### src/design/date_record_sorter_unit_defines.svh
// ----------------------------------------------------------------------------
// Date record sorter assertion macros
// Shared concurrent assertion forms used by the sorter RTL.
// ----------------------------------------------------------------------------
`ifndef DATE_RECORD_SORTER_UNIT_DEFINES_SVH
`define DATE_RECORD_SORTER_UNIT_DEFINES_SVH

// Same-cycle implication, checked outside reset.
`define DSORT_ASSERT_NOW(lbl, clk, rst, ante, cons, msg) \
   lbl: assert property (@(posedge clk) disable iff (rst) (ante) |-> (cons)) else $error(msg);

// Next-cycle implication, checked outside reset.
`define DSORT_ASSERT_NEXT(lbl, clk, rst, ante, cons, msg) \
   lbl: assert property (@(posedge clk) disable iff (rst) (ante) |=> (cons)) else $error(msg);

`endif

### src/design/dsort_pkg.sv
// ----------------------------------------------------------------------------
// Date record sorter package
// Record layout, validity limits and the sort key.
// ----------------------------------------------------------------------------
package dsort_pkg;

   localparam int          MAX_RECORDS_DEF  = 64;
   localparam logic [11:0] YEAR_LIMIT_RESET = 12'd2023;
   localparam logic [5:0]  DAY_MAX          = 6'd31;
   localparam logic [3:0]  MONTH_MAX        = 4'd12;

   typedef struct packed {
      logic [7:0]  tag;
      logic [5:0]  day;
      logic [3:0]  month;
      logic [11:0] year;
   } rec_type;

   typedef logic [21:0] key_type;

   // Year is the most significant part, then month, then day.
   function automatic key_type rec_key(input rec_type r);
      rec_key = {r.year, r.month, r.day};
   endfunction

   function automatic logic rec_ok(input rec_type r, input logic [11:0] limit);
      rec_ok = (r.day <= DAY_MAX) && (r.month <= MONTH_MAX) && (r.year <= limit);
   endfunction

endpackage

### src/design/date_record_sorter_unit.sv
// Loading: req is taken while idle; a record beyond MAX_RECORDS is dropped.
// Sorting: one key compare at a time on the single read port of the record
// memory. Emitting: each stored record is read in turn, held while a result
// waits and rsp_ready is low. No req transfer is taken from the last-marked
// record until the final result is presented. Synchronous reset clears
// control state and sets year_limit to 2023; memory is not cleared.
// ----------------------------------------------------------------------------
// Date record sorter unit
// Collects date records, exchange-sorts them by (year, month, day) with one
// shared comparator, then streams out the valid ones with sorted positions.
// ----------------------------------------------------------------------------
`include "date_record_sorter_unit_defines.svh"

module date_record_sorter_unit
   import dsort_pkg::*;
#(
   parameter int MAX_RECORDS = MAX_RECORDS_DEF
) (
   input  logic                               clock,
   input  logic                               reset,
   input  logic                               req_valid,
   output logic                               req_ready,
   input  logic [7:0]                         req_tag,
   input  logic [5:0]                         req_day,
   input  logic [3:0]                         req_month,
   input  logic [11:0]                        req_year,
   input  logic                               req_is_last,
   output logic                               rsp_valid,
   input  logic                               rsp_ready,
   output logic [$clog2(MAX_RECORDS+1)-1:0]   rsp_position,
   output logic [7:0]                         rsp_out_tag,
   output logic [4:0]                         rsp_out_day,
   output logic [3:0]                         rsp_out_month,
   output logic [11:0]                        rsp_out_year,
   output logic                               rsp_has_record,
   output logic                               rsp_final_res,
   input  logic                               csr_valid,
   output logic                               csr_ready,
   input  logic [11:0]                        csr_year_limit
);

   localparam int IDXW = $clog2(MAX_RECORDS);
   localparam int CNTW = $clog2(MAX_RECORDS + 1);

   typedef enum logic [8:0] {
      ST_IDLE    = 9'b000000001,
      ST_SORT_RI = 9'b000000010,
      ST_SORT_LI = 9'b000000100,
      ST_SORT_RJ = 9'b000001000,
      ST_SORT_CJ = 9'b000010000,
      ST_SORT_WI = 9'b000100000,
      ST_EMIT_RD = 9'b001000000,
      ST_EMIT_CK = 9'b010000000,
      ST_EMIT_END = 9'b100000000
   } state_type;

   state_type        state_ff, state_in;
   logic [CNTW-1:0]  count_ff, count_in;
   logic [CNTW-1:0]  n_ff, n_in;
   logic [IDXW-1:0]  i_ff, i_in;
   logic [IDXW-1:0]  j_ff, j_in;
   logic [IDXW-1:0]  k_ff, k_in;
   rec_type          cur_ff, cur_in;
   logic [11:0]      year_limit_ff;

   logic             pend_valid_ff, pend_valid_in;
   rec_type          pend_ff, pend_in;
   logic [CNTW-1:0]  pend_pos_ff, pend_pos_in;

   logic             rsp_valid_ff, rsp_valid_in;
   logic [CNTW-1:0]  out_pos_ff, out_pos_in;
   rec_type          out_rec_ff, out_rec_in;
   logic             out_has_ff, out_has_in;
   logic             out_final_ff, out_final_in;

   rec_type          mem [MAX_RECORDS];
   rec_type          rd_data_ff;
   logic [IDXW-1:0]  rd_addr;
   logic             wr_en;
   logic [IDXW-1:0]  wr_addr;
   rec_type          wr_data;

   logic             out_free;
   logic [CNTW-1:0]  n_new;
   logic             rd_ok;

   assign req_ready = (state_ff == ST_IDLE);
   assign csr_ready = 1'b1;
   assign out_free  = !rsp_valid_ff || rsp_ready;
   assign rd_ok     = rec_ok(rd_data_ff, year_limit_ff);

   assign rsp_valid      = rsp_valid_ff;
   assign rsp_position   = out_pos_ff;
   assign rsp_out_tag    = out_rec_ff.tag;
   assign rsp_out_day    = out_rec_ff.day[4:0];
   assign rsp_out_month  = out_rec_ff.month;
   assign rsp_out_year   = out_rec_ff.year;
   assign rsp_has_record = out_has_ff;
   assign rsp_final_res  = out_final_ff;

   always_ff @(posedge clock) begin
      if (wr_en) begin
         mem[wr_addr] <= wr_data;
      end
      rd_data_ff <= mem[rd_addr];
   end

   always_comb begin
      state_in      = state_ff;
      count_in      = count_ff;
      n_in          = n_ff;
      i_in          = i_ff;
      j_in          = j_ff;
      k_in          = k_ff;
      cur_in        = cur_ff;
      pend_valid_in = pend_valid_ff;
      pend_in       = pend_ff;
      pend_pos_in   = pend_pos_ff;
      rsp_valid_in  = rsp_valid_ff && !rsp_ready;
      out_pos_in    = out_pos_ff;
      out_rec_in    = out_rec_ff;
      out_has_in    = out_has_ff;
      out_final_in  = out_final_ff;
      rd_addr       = i_ff;
      wr_en         = 1'b0;
      wr_addr       = count_ff[IDXW-1:0];
      wr_data       = {req_tag, req_day, req_month, req_year};
      n_new         = count_ff;

      case (state_ff)
         ST_IDLE: begin
            if (req_valid) begin
               if (count_ff < CNTW'(MAX_RECORDS)) begin
                  wr_en = 1'b1;
                  n_new = count_ff + CNTW'(1);
               end
               count_in = n_new;
               if (req_is_last) begin
                  n_in          = n_new;
                  i_in          = '0;
                  k_in          = '0;
                  pend_valid_in = 1'b0;
                  state_in      = (n_new < CNTW'(2)) ? ST_EMIT_RD : ST_SORT_RI;
               end
            end
         end
         ST_SORT_RI: begin
            rd_addr  = i_ff;
            state_in = ST_SORT_LI;
         end
         ST_SORT_LI: begin
            cur_in   = rd_data_ff;
            j_in     = i_ff + IDXW'(1);
            state_in = ST_SORT_RJ;
         end
         ST_SORT_RJ: begin
            rd_addr  = j_ff;
            state_in = ST_SORT_CJ;
         end
         ST_SORT_CJ: begin
            rd_addr = j_ff;
            if (rec_key(rd_data_ff) < rec_key(cur_ff)) begin
               wr_en   = 1'b1;
               wr_addr = j_ff;
               wr_data = cur_ff;
               cur_in  = rd_data_ff;
            end
            if (CNTW'(j_ff) == n_ff - CNTW'(1)) begin
               state_in = ST_SORT_WI;
            end else begin
               j_in     = j_ff + IDXW'(1);
               state_in = ST_SORT_RJ;
            end
         end
         ST_SORT_WI: begin
            wr_en   = 1'b1;
            wr_addr = i_ff;
            wr_data = cur_ff;
            if (CNTW'(i_ff) == n_ff - CNTW'(2)) begin
               k_in     = '0;
               state_in = ST_EMIT_RD;
            end else begin
               i_in     = i_ff + IDXW'(1);
               state_in = ST_SORT_RI;
            end
         end
         ST_EMIT_RD: begin
            rd_addr  = k_ff;
            state_in = ST_EMIT_CK;
         end
         ST_EMIT_CK: begin
            rd_addr = k_ff;
            if (!(rd_ok && pend_valid_ff && !out_free)) begin
               if (rd_ok) begin
                  if (pend_valid_ff) begin
                     rsp_valid_in = 1'b1;
                     out_pos_in   = pend_pos_ff;
                     out_rec_in   = pend_ff;
                     out_has_in   = 1'b1;
                     out_final_in = 1'b0;
                  end
                  pend_valid_in = 1'b1;
                  pend_in       = rd_data_ff;
                  pend_pos_in   = CNTW'(k_ff) + CNTW'(1);
               end
               if (CNTW'(k_ff) == n_ff - CNTW'(1)) begin
                  state_in = ST_EMIT_END;
               end else begin
                  k_in     = k_ff + IDXW'(1);
                  state_in = ST_EMIT_RD;
               end
            end
         end
         ST_EMIT_END: begin
            rd_addr = k_ff;
            if (out_free) begin
               rsp_valid_in  = 1'b1;
               out_final_in  = 1'b1;
               out_has_in    = pend_valid_ff;
               out_pos_in    = pend_valid_ff ? pend_pos_ff : '0;
               out_rec_in    = pend_valid_ff ? pend_ff : '0;
               pend_valid_in = 1'b0;
               count_in      = '0;
               state_in      = ST_IDLE;
            end
         end
         default: begin
            state_in = ST_IDLE;
         end
      endcase
   end

   always_ff @(posedge clock) begin
      if (reset) begin
         state_ff      <= ST_IDLE;
         count_ff      <= '0;
         pend_valid_ff <= 1'b0;
         rsp_valid_ff  <= 1'b0;
         year_limit_ff <= YEAR_LIMIT_RESET;
      end else begin
         state_ff      <= state_in;
         count_ff      <= count_in;
         pend_valid_ff <= pend_valid_in;
         rsp_valid_ff  <= rsp_valid_in;
         if (csr_valid && csr_ready) begin
            year_limit_ff <= csr_year_limit;
         end
      end
   end

   always_ff @(posedge clock) begin
      n_ff         <= n_in;
      i_ff         <= i_in;
      j_ff         <= j_in;
      k_ff         <= k_in;
      cur_ff       <= cur_in;
      pend_ff      <= pend_in;
      pend_pos_ff  <= pend_pos_in;
      out_pos_ff   <= out_pos_in;
      out_rec_ff   <= out_rec_in;
      out_has_ff   <= out_has_in;
      out_final_ff <= out_final_in;
   end

   `DSORT_ASSERT_NOW(a_marker_is_final, clock, reset, rsp_valid_ff && !out_has_ff, out_final_ff, "marker result without final flag")
   `DSORT_ASSERT_NOW(a_inner_after_outer, clock, reset, state_ff == ST_SORT_CJ, j_ff > i_ff, "inner index not beyond outer index")
   `DSORT_ASSERT_NOW(a_count_bound, clock, reset, 1'b1, count_ff <= CNTW'(MAX_RECORDS), "record count beyond capacity")
   `DSORT_ASSERT_NEXT(a_batch_done, clock, reset, state_ff == ST_EMIT_END && out_free, state_ff == ST_IDLE && count_ff == '0 && rsp_valid_ff && out_final_ff, "batch end did not return to idle")

endmodule

### config.mk
export PLATFORM = sky130hd
export DESIGN_NAME = date_record_sorter_unit
export DESIGN_NICKNAME = d
export VERILOG_FILES = /design/src/design/dsort_pkg.sv /design/src/design/date_record_sorter_unit.sv
export VERILOG_INCLUDE_DIRS = /design/src /design/src/design
export SDC_FILE = /design/constraint.sdc
export NUM_CORES = 2
export LEC_CHECK = 0
export ABC_AREA = 0
export ABC_CLOCK_PERIOD_IN_PS = 5500
export BUFFER_PORTS_ARGS = -buffer_cell sky130_fd_sc_hd__buf_4
export CAP_MARGIN = 20
export CORE_MARGIN = 2
export CORE_UTILIZATION = 40
export CTS_CLUSTER_SIZE = 28
export DETAILED_ROUTE_END_ITERATION = 7
export GPL_ROUTABILITY_DRIVEN = 0
export SLEW_MARGIN = 20
export SYNTH_ARGS = -nofsm -noshare
export SYNTH_HDL_FRONTEND = slang
export SYNTH_SLANG_ARGS = --single-unit
### constraint.sdc
create_clock -name clock -period 5.5 [get_ports clock]
set_input_delay 1.1 -clock clock [delete_from_list [all_inputs] [get_ports clock]]
set_output_delay 1.1 -clock clock [all_outputs]
set_load 0.03 [all_outputs]
Yosys cells after proc, flatten, opt, wreduce, memory -nomap -nowiden
Memories as Yosys holds them, arrays and structs flattened. A register that Yosys moved wholly into a read port is not among the register bits.
Index checks and enable logic that the tools add are counted.
- flip-flop bits (word level): 160
- memory bits (writable): 1920
- bits of input ports: 48
- output and inout port bits: 41
- memories: 1
- word-level logic and storage cells: 161
- add/subtract/negate cells: 7
- bitwise gates (word level): 1
- order comparisons: 6
- reductions and logical operators: 27
- muxes and demuxes: 71
- equality and inequality tests: 23
- memories (memory ; words ; width ; read ports ; clocked after memory_dff ; write ports ; line ; text):
    mem ; 64 ; 30 ; 1 ; 1 ; 1 ; date_record_sorter_unit.sv:76 ; rec_type mem [MAX_RECORDS];
- operator list (cell ; count):
    two-way mux 30 bit ; 7
    case mux 30 bit (2 select lines) ; 3
    two-way mux 7 bit ; 12
    case mux 9 bit (9 select lines) ; 1
    two-way mux 6 bit ; 9
    case mux 6 bit (2 select lines) ; 4
    two-way mux 9 bit ; 5
    case mux 7 bit (2 select lines) ; 2
    < comparator 22 bit ; 1
    two-way mux 1 bit ; 22
    == test 6 x 7 -> 1 bit ; 3
    != test 2 bit (second input constant) ; 10
    adder 6 x 1 -> 6 bit (second input constant) ; 3
    case mux 6 bit (3 select lines) ; 1
    <= comparator 12 bit ; 1
    AND reduction 6 bit ; 2
    == test 9 x 1 -> 1 bit (second input constant) ; 1
    == test 9 x 2 -> 1 bit (second input constant) ; 1
    == test 9 x 3 -> 1 bit (second input constant) ; 1
    == test 9 x 4 -> 1 bit (second input constant) ; 1
    == test 9 x 5 -> 1 bit (second input constant) ; 1
    == test 9 x 6 -> 1 bit (second input constant) ; 1
    == test 9 x 7 -> 1 bit (second input constant) ; 1
    == test 9 x 8 -> 1 bit (second input constant) ; 1
    other kinds (24) ; 41

Logic depth before layout (Yosys ltp)
- depth in word-level cells: 9
- depth in mapped cells: 16
- gate-level depth less buffers: 12

Least setup slack after synthesis
No wires, ideal clock.
- path type: reg-to-reg
- start: reg cur_ff[7] (netlist bit)
- end: mem mem[56][0] (netlist bit) (enable)
- period minus slack after synthesis: 4281 ps
- arrival time: 3864 ps
- slack: 1219 ps
- library setup time: 417 ps
- data required time: 5083 ps
- buffers on the path: 1
- stages on the path, launching flop included: 14
- cells stage by stage: edfxtp_1 -> inv_1 -> ha_1 -> a21oi_1 -> o21ai_0 -> a31oi_1 -> o21ai_0 -> a31o_2 -> o21ai_1 -> nand3_1 -> clkbuf_1 -> a221oi_1 -> nand3_1 -> nor2_1
- longest elaborated chain between the ends: 5
- elaborated cells on any way between the ends: 7
- classes of those cells: 1 x order compare; 6 x mux
- ends and longest elaborated chain (element ; line ; text):
    start: declaration ; date_record_sorter_unit.sv:63 ; rec_type cur_ff, cur_in;
    start signal: assignment ; date_record_sorter_unit.sv:256 ; cur_ff <= cur_in;
    < comparator 22 bit (*) ; date_record_sorter_unit.sv:162 ; if (rec_key(rd_data_ff) < rec_key(cur_ff)) begin
    two-way mux 1 bit ; date_record_sorter_unit.sv:162 ;
    case mux 1 bit (3 select lines) ; date_record_sorter_unit.sv:130 ; case (state_ff)
    two-way mux 1 bit ; date_record_sorter_unit.sv:102 ; if (wr_en) begin
    two-way mux 1 bit (not written as such) ; date_record_sorter_unit.sv:103 ; mem[wr_addr] <= wr_data;
    end: declaration ; date_record_sorter_unit.sv:76 ;
Mark *: on every way between the ends. The rest lies on a longest branch, timed or not.

Worst setup path in the final report
- start: reg state_ff[8]
- end: reg rd_data_ff[3] (netlist name)
- longest elaborated chain between the ends: 3
- elaborated cells on any way between the ends: 8
- classes of those cells: 5 x eq/ne; 1 x mux; 2 x reduce/logical
- ends and longest elaborated chain (element ; line ; text):
    start: declaration ; date_record_sorter_unit.sv:57 ; state_type state_ff, state_in;
    start signal: assignment ; date_record_sorter_unit.sv:241 ; state_ff <= state_in;
    == test 9 bit (tied with other cells) ; date_record_sorter_unit.sv:130 ;
    OR reduction 3 bit (no source line) / OR reduction 2 bit (equally long branches) ; -- ;
    case mux 6 bit (2 select lines) (*) ; date_record_sorter_unit.sv:130 ;
Marks and branches as above.
A chain may end at the register's enable or synchronous reset.

==> reports/summary.txt <==
===============================================================================================
Effective utilization at floorplan ...............................................        40.2%
First-pass detailed-route iteration total ........................................            6
Chip width .......................................................................  460 microns
Outcome .......................................................................... finished clean
Routed wire length per instance .................................................. 28.2 microns
Crit share post-route ............................................................        86.5%
Post-DR vias/cell ................................................................         5.80
CTS-repair resized insts .........................................................            0
Number of buffers added for setup after CTS ......................................            0
Number of global-route vias before repair ........................................        46500
Number of setup violations in the final report ...................................            0
Required arrival time at the worst endpoint ......................................      6.11 ns
Max H-tree Level .................................................................            4
Area of combinational cells with multiple inputs .................................  19500 sq um
CTS tree .........................................................................        built
Most used standard cell by instance count after synthesis ........................     edfxtp_1
Overall die area ................................................................. 212000 sq um
Wire length of the first global-routing pass ..................................... 338000 microns
Worst slew slack as a fraction of its limit ......................................        24.0%
Kind of capture point of the worst setup path ....................................     register
DP HPWL .......................................................................... 155000 microns
Maximum number of pins on one net before global-route repair .....................          125
Number of input and output port buffers inserted .................................           87
Hold_buf cts .....................................................................            0
Number of warnings issued by yosys ...............................................            0
Pleak ............................................................................      30.8 nW
Total routing usage reported by global routing ...................................        22.2%
Library cell with the largest summed area after synthesis ........................     edfxtp_1
Mapped Cells .....................................................................         5343
Final hold violation count .......................................................            0
Ys async rst share ...............................................................           0%
Fraction of final layout cells sized beyond drive strength 1 .....................        16.3%
Nets@finish ......................................................................         5640
Core area ........................................................................ 207000 sq um
Top-area cell type share of the netlist area .....................................        74.0%
Total congestion overflow after global routing ...................................            0
Via count ........................................................................        48900
Final TNS setup ..................................................................         0 ns
Fillcell total ...................................................................        17700
Post-synthesis sequential area ratio .............................................        75.5%
Count of final max-slew check failures ...........................................            0
Power density over cell area .....................................................  499 nW/um^2
Unrepaired setup endpoints after global routing ..................................           no
Crit path max fanout .............................................................           16
Initial antenna violation count ..................................................           14
Layout overhead on the synthesized area ..........................................        14.4%
Hold wc startpoint ............................................................... rd_data_ff[27]$_DFF_P_
Clock buffers created by TritonCTS ...............................................          210
CP startpoint kind ...............................................................     register
Post-Synthesis Cell Area .........................................................  83100 sq um
Setup crit start ................................................................. state_ff[8]$_SDFFE_PP0P_
Maximum clock frequency ..........................................................      210 MHz
CTS Root Cell ....................................................................    clkbuf_16
Worst flop-to-flop path startpoint ............................................... state_ff[8]$_SDFFE_PP0P_
Mean cell area of the mapped netlist .............................................   15.6 sq um
List of most frequent post-synthesis cells ....................................... edfxtp_1, nand2_1, nand3_1
Worst Hold Slack .................................................................     0.447 ns
Slowest stage cell, crit path ....................................................       nor2_4
Ordered list of cells on the worst path .......................................... nor4_1 > and3_1 > nor2_4 > a21o_4 > nor2_4 > buf_4 > buf_4 > nand3_1 > nand3_1 > nand4_1 > a21oi_1 > nand4_1
Cell class contributing the biggest share of worst-path delay .................... simple AND/OR/NAND/NOR gates
Num rows .........................................................................          167
Largest cells by area after synthesis ............................................ edfxtp_1, mux4_2, nand2_1, nand3_1, dfxtp_1
Remaining design rule violation count ............................................            0
Ports ............................................................................           89
Vert. Die Dim ....................................................................  460 microns
Clock input transition at the sequential cells of the worst setup and hold paths .      0.06 ns
Routed Wire Length ............................................................... 238000 microns
Max-capacitance violation count ..................................................            0
Final Core Density ...............................................................        46.0%
Arrival time worst endpoint ......................................................      5.37 ns
Distinct cell type count after synthesis .........................................           59
CP Buf/Inv Count .................................................................            2
Post-synth EDFFs .................................................................         2049
Detail Route Antenna Nets ........................................................            0
Worst-Skew Late Latency ..........................................................      0.86 ns
Seq. cell area ...................................................................  62700 sq um
Maximum ir drop on the vdd rail ..................................................   0.000644 V
Flops & latches, synth ...........................................................         2109
Clock skew after layout ..........................................................    0.0425 ns
Maximum clock insertion buffer count .............................................            3
Post-synth net total .............................................................         5431
Critical path's largest stage delay ..............................................      0.79 ns
Time the worst path needs with I/O delays and setup ..............................      4.76 ns
Clock Sink Count .................................................................         2109
Number of violations reported at the end of detailed-routing iteration 0 .........         6966
Category of the most critical setup path ......................................... register to register
Worst Max-Slew Pin Slew ..........................................................      1.14 ns
Worst min-delay path class ....................................................... register to register
Most used DFF post-synth .........................................................     edfxtp_1
===============================================================================================
## final timing paths
check / endpoint / slack, ns / cells past startpoint
max: rd_data_ff[3]$_DFF_P_ / 0.74 / 12
min: cur_ff[27]$_DFFE_PP_ / 0.45 / 0
max reg2reg: rd_data_ff[3]$_DFF_P_ / 0.74 / 12
min reg2reg: cur_ff[27]$_DFFE_PP_ / 0.45 / 0
## cells in the final DEF (no fill, tap or decap), types with 7 or more instances in the layout
| cell type | netlist | final |
|---|---|---|
| inv_1 | 46 | 46 |
| nand3_1 | 732 | 732 |
| clkinv_2 | 0 | 36 |
| a21o_1 | 10 | 8 |
| nor4_1 | 7 | 7 |
| dfxtp_1 | 60 | 60 |
| clkbuf_16 | 0 | 213 |
| xor2_1 | 23 | 23 |
| nor3_1 | 17 | 15 |
| edfxtp_1 | 2049 | 2049 |
| a41oi_1 | 87 | 87 |
| and3_1 | 7 | 7 |
| a21oi_1 | 57 | 56 |
| nand2_1 | 1066 | 1066 |
| o211ai_1 | 9 | 9 |
| buf_12 | 0 | 55 |
| xnor2_1 | 25 | 25 |
| mux4_2 | 240 | 240 |
| a22o_2 | 0 | 29 |
| and2_1 | 14 | 13 |
| nor2_1 | 143 | 68 |
| o21ai_0 | 12 | 12 |
| ha_1 | 40 | 40 |
| nand2b_1 | 8 | 8 |
| a221oi_1 | 7 | 7 |
| nor2b_1 | 99 | 99 |
| nand4_1 | 187 | 187 |
| bufinv_16 | 0 | 7 |
| clkinv_1 | 1 | 56 |
| buf_4 | 35 | 238 |
| clkbuf_1 | 123 | 56 |
| nor2_4 | 1 | 74 |
## metal layers
layer | routed length, microns | GRT usage (%) | vias up
met4 | 5170 | 5.28 | 10
met2 | 106000 | 32.9 | 2458
met5 | 198 | 0.528 | -
met1 | 98500 | 31.9 | 25200
li1 | - | - | 21000
met3 | 27700 | 7.04 | 338
## registers in the layout, indices dropped and copies added, names as in the netlist, 8 cells and up
name,flops
rd_data_ff,30
cur_ff,30
mem,1920
rsp_out_tag,8
rsp_out_year,12
year_limit_ff,12
pend_ff,29
state_ff,9
## power breakdown
part | total, mW | leakage (nW) | switching, mW | internal (mW)
clock network | 13.6 | 3.16 | 6.09 | 7.51
registers | 18.5 | 18.9 | 0.402 | 18.1
logic | 15.4 | 8.68 | 10.7 | 4.70
## layout make-up
type                    instances  area share [%]
diodes                          4          0.0105
clock buffers                 274            5.90
clock inverters               113           0.893
inverters                      47           0.185
multi-input cells            2891            20.5
flip-flops and latches       2109            65.9
well taps                    2704            3.56
repair buffers                293            3.04
## through the flow
stage | area [sq um] | instances | worst slack [ns] | power, mW
global placement | 88600 | 8044 | 0.928 | 33.7
CTS | 95100 | 8431 | 0.851 | 47.3
finish | 95100 | 8435 | 0.740 | 47.5
global route | 95100 | 8432 | 0.554 | 49.1
detailed placement | 88700 | 8044 | 0.958 | 33.7
floorplan | 83100 | 5343 | 1.22 | 27.6
## logic make-up after synthesis
group / count (synthesis) / synth area share (%)
xor+xnor: 48 / 0.506
compound gates: 250 / 2.28
mux: 249 / 6.61
other cells: 1 / 0.00451
simple gates: 2303 / 12.6
fa+ha+maj: 40 / 0.602
buf+inv: 343 / 1.92
flops: 2109 / 75.5
(Power assumes the default switching activity.)
